**config.mk**
```make
export PLATFORM = sky130hd
export DESIGN_NAME = multi_key_short_long_press
export DESIGN_NICKNAME = d
export VERILOG_FILES = /design/src/design/mkslp_pkg.sv /design/src/design/mkslp_time_ram.sv /design/src/design/mkslp_scan.sv /design/src/design/mkslp_report.sv /design/src/design/multi_key_short_long_press.sv
export SDC_FILE = /design/constraint.sdc
export NUM_CORES = 1
export LEC_CHECK = 0
export BUFFER_PORTS_ARGS = -buffer_cell sky130_fd_sc_hd__buf_2
export CAP_MARGIN = 5
export CORE_UTILIZATION = 50
export CTS_CLUSTER_SIZE = 28
export DETAILED_ROUTE_END_ITERATION = 7
export PLACE_DENSITY = 0.66
export SETUP_SLACK_MARGIN = 0.1
export SLEW_MARGIN = 20
export SYNTH_ARGS = -nofsm -noshare
export SYNTH_HDL_FRONTEND = slang
export SYNTH_SLANG_ARGS = --single-unit
```
**constraint.sdc**
```tcl
create_clock -name clk -period 18.6 [get_ports clk]
set_input_delay 0.93 -clock clk [delete_from_list [all_inputs] [get_ports clk]]
set_output_delay 0.93 -clock clk [all_outputs]
set_load 0.01 [all_outputs]
```
**src/design/mkslp_pkg.sv**
```systemverilog
// Shared constants and types for the multi-key short/long press detector.
// Used by every module under design/; depends on nothing else.
package mkslp_pkg;

  localparam int NUM_KEYS        = 8;
  localparam int KEY_W           = $clog2(NUM_KEYS);
  localparam int LEVEL_BITS      = 8;
  localparam int KEY_LIMIT       = (NUM_KEYS < LEVEL_BITS) ? NUM_KEYS : LEVEL_BITS;
  localparam int TIME_BITS       = 48;
  localparam int MIN_PRESS_US    = 30000;
  localparam int DEFAULT_LONG_MS = 800;
  localparam int US_PER_MS       = 1000;
  localparam int LONG_MS_W       = 16;
  localparam int KEY_COUNT_W     = 4;
  localparam int LONG_THR_W      = 26;
  localparam int CFG_IDX_W       = 1;
  localparam int CFG_DATA_W      = 16;

  // Configuration register indexes.
  localparam logic [CFG_IDX_W-1:0] REG_KEY_COUNT = 1'd0;
  localparam logic [CFG_IDX_W-1:0] REG_LONG_MS   = 1'd1;

  // Release reports of one poll, handed from the scanner to the report stage.
  typedef struct packed {
    logic                valid;
    logic [NUM_KEYS-1:0] hit;
    logic [NUM_KEYS-1:0] hit_long;
  } rpt_batch_t;

endpackage

```
**src/design/mkslp_time_ram.sv**
```systemverilog
// Press-time memory: one entry per key, one write and one read port.
// Read data is registered. Depends on mkslp_pkg.
module mkslp_time_ram
  import mkslp_pkg::*;
(
  input  logic                 clk,
  input  logic                 we,
  input  logic [KEY_W-1:0]     waddr,
  input  logic [TIME_BITS-1:0] wdata,
  input  logic                 re,
  input  logic [KEY_W-1:0]     raddr,
  output logic [TIME_BITS-1:0] rdata
);

  logic [TIME_BITS-1:0] mem [NUM_KEYS];

  // Write port.
  always_ff @(posedge clk) begin
    if (we) begin
      mem[waddr] <= wdata;
    end
  end

  // Registered read port.
  always_ff @(posedge clk) begin
    if (re) begin
      rdata <= mem[raddr];
    end
  end

endmodule

```
**src/design/mkslp_scan.sv**
```systemverilog
// Poll scanner: walks the keys of one poll, updates key_down and the
// press-time memory, and classifies releases. Depends on mkslp_pkg, mkslp_time_ram.
module mkslp_scan
  import mkslp_pkg::*;
(
  input  logic                   clk,
  input  logic                   rst,
  input  logic                   in_valid,
  output logic                   in_ready,
  input  logic [LEVEL_BITS-1:0]  in_levels,
  input  logic [TIME_BITS-1:0]   in_now,
  input  logic [KEY_COUNT_W-1:0] key_count,
  input  logic [LONG_MS_W-1:0]   long_press_ms,
  output rpt_batch_t             batch,
  input  logic                   batch_ready
);

  typedef enum logic [3:0] {
    S_IDLE  = 4'b0001,
    S_SCAN  = 4'b0010,
    S_FLUSH = 4'b0100,
    S_DONE  = 4'b1000
  } scan_state_t;

  scan_state_t           state, state_next;
  logic [LEVEL_BITS-1:0] levels;
  logic [TIME_BITS-1:0]  now;
  logic [LONG_THR_W-1:0] long_thr;
  logic [KEY_W-1:0]      last_idx;
  logic [KEY_W-1:0]      idx;
  logic [NUM_KEYS-1:0]   key_down;
  logic [NUM_KEYS-1:0]   hit;
  logic [NUM_KEYS-1:0]   hit_long;
  logic                  s1_valid;
  logic [KEY_W-1:0]      s1_idx;

  logic                  accept;
  logic                  pressed;
  logic                  do_press;
  logic                  do_release;
  logic [TIME_BITS-1:0]  rdata;
  logic [TIME_BITS-1:0]  hold;
  logic                  is_long;
  logic                  is_short;
  logic [LONG_MS_W-1:0]  lms;
  logic [KEY_W-1:0]      last_idx_in;

  assign accept   = in_valid && in_ready;
  assign in_ready = (state == S_IDLE);

  // Effective threshold and key range, taken when the poll is accepted.
  always_comb begin
    lms = (long_press_ms == '0) ? LONG_MS_W'(DEFAULT_LONG_MS) : long_press_ms;
    if (key_count == '0) begin
      last_idx_in = '0;
    end else if (key_count > KEY_COUNT_W'(KEY_LIMIT)) begin
      last_idx_in = KEY_W'(KEY_LIMIT - 1);
    end else begin
      last_idx_in = KEY_W'(key_count - KEY_COUNT_W'(1));
    end
  end

  // Front stage: decide press or release for the key under the index.
  assign pressed    = !levels[idx];
  assign do_press   = (state == S_SCAN) && pressed && !key_down[idx];
  assign do_release = (state == S_SCAN) && !pressed && key_down[idx];

  // Each entry is read and written at most once per poll, so a read never
  // meets a write to the same entry in flight.
  mkslp_time_ram u_ram (
    .clk   (clk),
    .we    (do_press),
    .waddr (idx),
    .wdata (now),
    .re    (do_release),
    .raddr (idx),
    .rdata (rdata)
  );

  // Back stage: hold time from the memory read, then the two compares.
  assign hold     = now - rdata;
  assign is_long  = hold >= TIME_BITS'(long_thr);
  assign is_short = hold >= TIME_BITS'(MIN_PRESS_US);

  // Sequencer.
  always_comb begin
    state_next = state;
    unique case (state)
      S_IDLE:  if (in_valid) state_next = S_SCAN;
      S_SCAN:  if (idx == last_idx) state_next = S_FLUSH;
      S_FLUSH: state_next = S_DONE;
      S_DONE:  if (batch_ready) state_next = S_IDLE;
      default: state_next = S_IDLE;
    endcase
  end

  always_ff @(posedge clk) begin
    if (rst) begin
      state    <= S_IDLE;
      key_down <= '0;
      s1_valid <= 1'b0;
    end else begin
      state    <= state_next;
      s1_valid <= do_release;
      if (do_press) begin
        key_down[idx] <= 1'b1;
      end else if (do_release) begin
        key_down[idx] <= 1'b0;
      end
    end
  end

  // Poll payload, key index and report vectors.
  always_ff @(posedge clk) begin
    if (accept) begin
      levels   <= in_levels;
      now      <= in_now;
      long_thr <= LONG_THR_W'(lms) * LONG_THR_W'(US_PER_MS);
      last_idx <= last_idx_in;
      idx      <= '0;
      hit      <= '0;
      hit_long <= '0;
    end else begin
      if (state == S_SCAN) begin
        idx <= idx + KEY_W'(1);
      end
      if (s1_valid) begin
        hit[s1_idx]      <= is_long || is_short;
        hit_long[s1_idx] <= is_long;
      end
    end
    s1_idx <= idx;
  end

  assign batch.valid    = (state == S_DONE);
  assign batch.hit      = hit;
  assign batch.hit_long = hit_long;

endmodule

```
**src/design/mkslp_report.sv**
```systemverilog
// Report stage: holds the reports of one poll and sends them out in key
// order through an output register, marking the last. Depends on mkslp_pkg.
module mkslp_report
  import mkslp_pkg::*;
(
  input  logic             clk,
  input  logic             rst,
  input  rpt_batch_t       batch,
  output logic             batch_ready,
  output logic             out_valid,
  input  logic             out_ready,
  output logic [KEY_W-1:0] out_key,
  output logic             out_long,
  output logic             out_last
);

  logic [NUM_KEYS-1:0] pend_hit;
  logic [NUM_KEYS-1:0] pend_long;
  logic [KEY_W-1:0]    sel;
  logic [NUM_KEYS-1:0] sel_bit;
  logic                load_out;

  // A new poll is taken only once every report of the previous one has
  // moved into the output register.
  assign batch_ready = (pend_hit == '0);

  // Lowest pending key.
  always_comb begin
    sel = '0;
    for (int i = NUM_KEYS - 1; i >= 0; i--) begin
      if (pend_hit[i]) sel = KEY_W'(i);
    end
    sel_bit = NUM_KEYS'(1) << sel;
  end

  assign load_out = (pend_hit != '0) && (!out_valid || out_ready);

  always_ff @(posedge clk) begin
    if (rst) begin
      pend_hit  <= '0;
      out_valid <= 1'b0;
    end else begin
      if (batch.valid && batch_ready) begin
        pend_hit <= batch.hit;
      end else if (load_out) begin
        pend_hit <= pend_hit & ~sel_bit;
      end
      if (load_out) begin
        out_valid <= 1'b1;
      end else if (out_ready) begin
        out_valid <= 1'b0;
      end
    end
  end

  // Payload registers.
  always_ff @(posedge clk) begin
    if (batch.valid && batch_ready) begin
      pend_long <= batch.hit_long;
    end
    if (load_out) begin
      out_key  <= sel;
      out_long <= pend_long[sel];
      out_last <= (pend_hit & ~sel_bit) == '0;
    end
  end

endmodule

```
**src/design/multi_key_short_long_press.sv**
```systemverilog
// Top level of the multi-key short/long press detector: configuration
// registers, stream ports. Depends on mkslp_pkg, mkslp_scan, mkslp_report.
//
//  channel      | handshake                     | payload
//  -------------+-------------------------------+---------------------------------
//  poll in      | s_axis_tvalid / s_axis_tready | tdata: key_levels, now_us
//  report out   | m_axis_tvalid / m_axis_tready | tdata: key_index, is_long; tlast
//  config write | cfg_we                        | cfg_index, cfg_data
//
// A poll holds the scanner through the accept, a scan of the keys (key_count
// clamped to 1..8) one at a time through the press-time memory port, a flush
// for the last read to land and a handover of the reports to the report stage.
// Reports leave one per cycle from an output register when the receiver is ready,
// while the scanner takes the next poll.
// Reset (rst, synchronous) clears all key_down flags and restores 8 keys and
// 800 ms. A stalled output holds its item and, with reports behind it, blocks handover.
module multi_key_short_long_press
  import mkslp_pkg::*;
(
  input  logic                  clk,
  input  logic                  rst,
  input  logic                  s_axis_tvalid,
  output logic                  s_axis_tready,
  input  logic [55:0]           s_axis_tdata,  // [7:0] key_levels, [55:8] now_us
  output logic                  m_axis_tvalid,
  input  logic                  m_axis_tready,
  output logic [7:0]            m_axis_tdata,  // [2:0] key_index, [3] is_long, zero above
  output logic                  m_axis_tlast,  // last_event
  input  logic                  cfg_we,
  input  logic [CFG_IDX_W-1:0]  cfg_index,
  input  logic [CFG_DATA_W-1:0] cfg_data
);

  logic [KEY_COUNT_W-1:0] key_count;
  logic [LONG_MS_W-1:0]   long_press_ms;
  rpt_batch_t             batch;
  logic                   batch_ready;
  logic [KEY_W-1:0]       out_key;
  logic                   out_long;

  // Configuration registers.
  always_ff @(posedge clk) begin
    if (rst) begin
      key_count     <= KEY_COUNT_W'(8);
      long_press_ms <= LONG_MS_W'(DEFAULT_LONG_MS);
    end else if (cfg_we) begin
      unique case (cfg_index)
        REG_KEY_COUNT: key_count     <= cfg_data[KEY_COUNT_W-1:0];
        REG_LONG_MS:   long_press_ms <= cfg_data[LONG_MS_W-1:0];
        default: ;
      endcase
    end
  end

  mkslp_scan u_scan (
    .clk           (clk),
    .rst           (rst),
    .in_valid      (s_axis_tvalid),
    .in_ready      (s_axis_tready),
    .in_levels     (s_axis_tdata[LEVEL_BITS-1:0]),
    .in_now        (s_axis_tdata[LEVEL_BITS +: TIME_BITS]),
    .key_count     (key_count),
    .long_press_ms (long_press_ms),
    .batch         (batch),
    .batch_ready   (batch_ready)
  );

  mkslp_report u_report (
    .clk         (clk),
    .rst         (rst),
    .batch       (batch),
    .batch_ready (batch_ready),
    .out_valid   (m_axis_tvalid),
    .out_ready   (m_axis_tready),
    .out_key     (out_key),
    .out_long    (out_long),
    .out_last    (m_axis_tlast)
  );

  assign m_axis_tdata = {4'b0000, out_long, out_key};

endmodule

```
==> impl_metrics.csv <==
group,metric,value,unit
worst_setup_path,required,18.99,ns
routing,routedWlPerCell,22.2,µm
hold_path,hp-class,"reg -> reg",
synthesis,ys_ff_latch,591,
synthesis,synth_ff_type,"edfxtp_1",
job,drv_cap,0,
clock_network,tritoncts,"done",
synthesis,synth_top_cells_by_count,"527 x edfxtp_1, 206 x a22oi_1, 195 x inv_1",
grt,grt_pass1_wl,98600,µm
grt,grt_start_max_net_pins,60,
grt,grt-ovfl-total,0,
worst_setup_path,crit_arrival,7.09,ns
timing,worst_pin_slew,1.10,ns
finish,diodes,0,
worst_setup_path,cpPeakStageDelay,0.73,ns
power,p_sw_share,25.6,%
outcome,outcome,"complete, no violations",
power,switchingPower,0.815,mW
grt,antenna_found_initial,0,
synthesis,synth_area_leaders,"edfxtp_1 58%, ha_1 6.1%, a22oi_1 5.7%, dfxtp_1 4.7%, fa_1 4.0%",
synthesis,yosysWarnings,0,
timing,rsz0062_at_grt,"no",
synthesis,ys_types,70,
routing,drtIter0Drc,1326,
worst_setup_path,endpoint_kind,"flip-flop",
finish,multi_input_comb_area,9000,µm²
timing,finalHoldViolCount,0,
timing,setup_violations,0,
synthesis,netlist_area,27100,µm²
worst_setup_path,critPathMaxFanout,8,
floorplan,die_area,55100,µm²
clock_network,htreeDepth,2,
floorplan,core,53100,µm²
routing,wl,63600,µm
routing,drt.antenna.violating_nets,0,
routing,first_pass_iters,5,
placement,dp_hpwl,37600,µm
clock_network,cts_sinks,591,
worst_setup_path,path_common_cell,"fa_1",
power,comb_power_share,14.2,%
timing,setup-tns-final,0,ns
floorplan,die_h,235,µm
floorplan,initial_utilization,51.0,%
synthesis,synth-async-reset-ratio,0,%
synthesis,seq_area_frac_synth,63.2,%
power,power_density,105,nW/µm²
finish,utilization,56.9,%
floorplan,dieWidth,235,µm
placement,port_buffers,84,
placement,dpl_cell_area,28200,µm²
timing,slew_headroom,26.4,%
synthesis,postSynthCellCount,2042,
clock_network,tritoncts.num_buffers,59,
clock_network,insertion_delay,0.63,ns
timing,max_freq,0.149,GHz
floorplan,io_pins,89,
synthesis,yosysTopAreaCell,"edfxtp_1",
grt,grt_use_total,23.3,%
synthesis,synth_edf_count,527,
finish,drive_above_1_share,10.9,%
grt,grt_pass1_vias,17100,
clock_network,clkTransAtPathRegs,0.07,ns
synthesis,synth.avg_cell_area,13.3,µm²
timing,fin_skew,0.0244,ns
finish,fin_nets,2392,
routing,viasPerCell,5.90,
clock_network,post_cts_buffers,0,
timing,maxSlewViolCount,0,
worst_setup_path,slowest_stage,"nor4_1",
synthesis,yosysMostFrequentCell,"edfxtp_1",
clock_network,cts_resized,0,
worst_setup_path,worstPathCellList,"or4_1, nor4_1, nor2_1, inv_1, fa_1, inv_1, fa_1, fa_1, fa_1, ha_1, a21oi_1, o21bai_1, a21oi_1, o21ai_0, a211oi_1, nor2_1, nor4_1, nor3_1, a211oi_1, a21oi_1, xor2_1",
placement,preCtsSetupSlack,11.92,ns
floorplan,row_count,84,
worst_setup_path,cp-start-kind,"flip-flop",
finish,stdcell_area,30200,µm²
power,internal_power,2.37,mW
worst_setup_path,crit_type,"reg -> reg",
timing,final.setup.worst_slack,11.89,ns
clock_network,cts_buffer_depth,3,
power,leakagePower,11.1,nW
power,seq_power_share,48.4,%
routing,vias,16900,
clock_network,cts-root-buf,"clkbuf_16",
power,p_clk_share,37.4,%
placement,place_congestion,0.896,
timing,period_minus_slack,6.71,ns
power,irDropWorstVdd,0.0000854,V
finish,area_delta_synth_final,11.5,%
synthesis,synth_top_area_share,58.4,%
clock_network,cts_hold_buf,0,
routing,drc,0,
finish,register_area,17100,µm²
finish,fillers,4201,
timing,finalCritPeriodShare,36.1,%
## flip-flops by register name, indices dropped and copies added, names as in the netlist, named ones only
signal              count
u_scan.u_ram.mem      384
u_scan.now             48
u_scan.u_ram.rdata     48
u_scan.long_thr        23
long_press_ms          16
u_report.pend_hit       8
u_report.pend_long      8
u_scan.hit              8
u_scan.hit_long         8
u_scan.levels           8
key_count               4
u_scan.state            4
u_report.out_key        3
u_scan.idx              3
u_scan.last_idx         3
u_scan.s1_idx           3
u_report.out_last       1
u_report.out_long       1
u_report.out_valid      1
u_scan.s1_valid         1
## cells in the final DEF (no fill, tap or decap), types with 5 or more instances in the layout
master      Yosys  layout
inv_1         195     192
xnor2_1        37      37
o21a_1         12      12
o21bai_1        7       7
dfxtp_1        64      64
xor2_1         19      19
edfxtp_1      527     527
and2_2          0       5
nand2b_1       18      18
nand3_1        24      24
nand3b_1        5       5
a22oi_1       206     206
nand4_1        65      65
clkinvlp_4      0       7
o211ai_1       10      10
clkbuf_16       0      59
bufinv_16       0       6
a211oi_1       24      24
nand2_1        99      99
a21boi_0        7       7
clkinv_1        0       8
o31ai_1         5       5
mux2i_1        11      11
and3_1         16      15
nor2_1        115     113
o21ai_0        46      46
ha_1          131     131
clkbuf_1       71       8
nor2b_1         7       7
fa_1           54      54
nor3_1         21      19
buf_2           1      84
a21oi_1        98      98
and2_1         16      10
nor4_1         13      13
clkinv_2        0      15
buf_4           5      16
a31oi_1         6       6
a21o_1         37      37
## cell families (layout without fill, tap and decap cells)
kind of cell               count (synthesis)  in the layout  share of synthesized area (%)
DFF                                      591            591                           63.2
AOI/OAI and AO/OA                        499            499                           12.7
and+or+nand+nor                          421            421                           7.77
buffers and inverters                    272            405                           3.84
adders and majority gates                187            187                           10.1
xor gates and xnor gates                  56             56                           1.81
muxes                                     15             15                          0.573
other                                      1              4                         0.0138
## area by class of cell
| type | instances | area share (%) |
|---|---|---|
| timing repair buffer | 100 | 1.79 |
| tap | 688 | 2.85 |
| clock buffer | 68 | 5.03 |
| inverter | 195 | 2.44 |
| sequential | 591 | 56.7 |
| clock inverter | 42 | 1.42 |
| multi-input combinational | 1182 | 29.8 |
## power groups by stage
stage                     registers, mW  logic (mW)  clock network [mW]
after floorplan                    1.55       0.340                   0
after global placement             1.57       0.440                   0
after detailed placement           1.57       0.451                   0
after CTS                          1.54       0.454                1.21
after global routing               1.54       0.517                1.26
final                              1.54       0.452                1.19
## per-stage QoR
stage,hold slack (ns),std cells,power [mW]
2_1_floorplan,0.363,2045,1.89
5_1_grt,0.444,2866,3.32
3_5_place_dp,0.418,2756,2.02
3_3_place_gp,0.416,2756,2.01
6_report,0.432,2866,3.18
4_1_cts,0.436,2866,3.20
## critical path, delay by kind of cell (launching register included)
kind	cells	cell delay (ns)
AOI/OAI and AO/OA	7	1.49
buffers and inverters	2	0.23
xor gates and xnor gates	1	0.16
DFF	1	0.43
adders and majority gates	5	2.18
and+or+nand+nor	6	1.97
## layer usage
metal	wire (µm)	global-route usage, %
met1	27400	31.5
met2	31400	39.5
met3	3310	3.03
met4	1510	6.72
met5	0	0
## worst paths after layout
kind	from	to	slack [ns]	cells past startpoint
worst max-delay path	long_press_ms[4]	u_scan.long_thr[24]	11.89	21
worst max register to register	long_press_ms[4]	u_scan.long_thr[24]	11.89	21
worst min register to register	u_scan.hit_long[1]	u_report.pend_long[1]	0.43	0
worst min-delay path	u_scan.hit_long[1]	u_report.pend_long[1]	0.43	0
No activity file was read; power rests on OpenSTA's default activity.
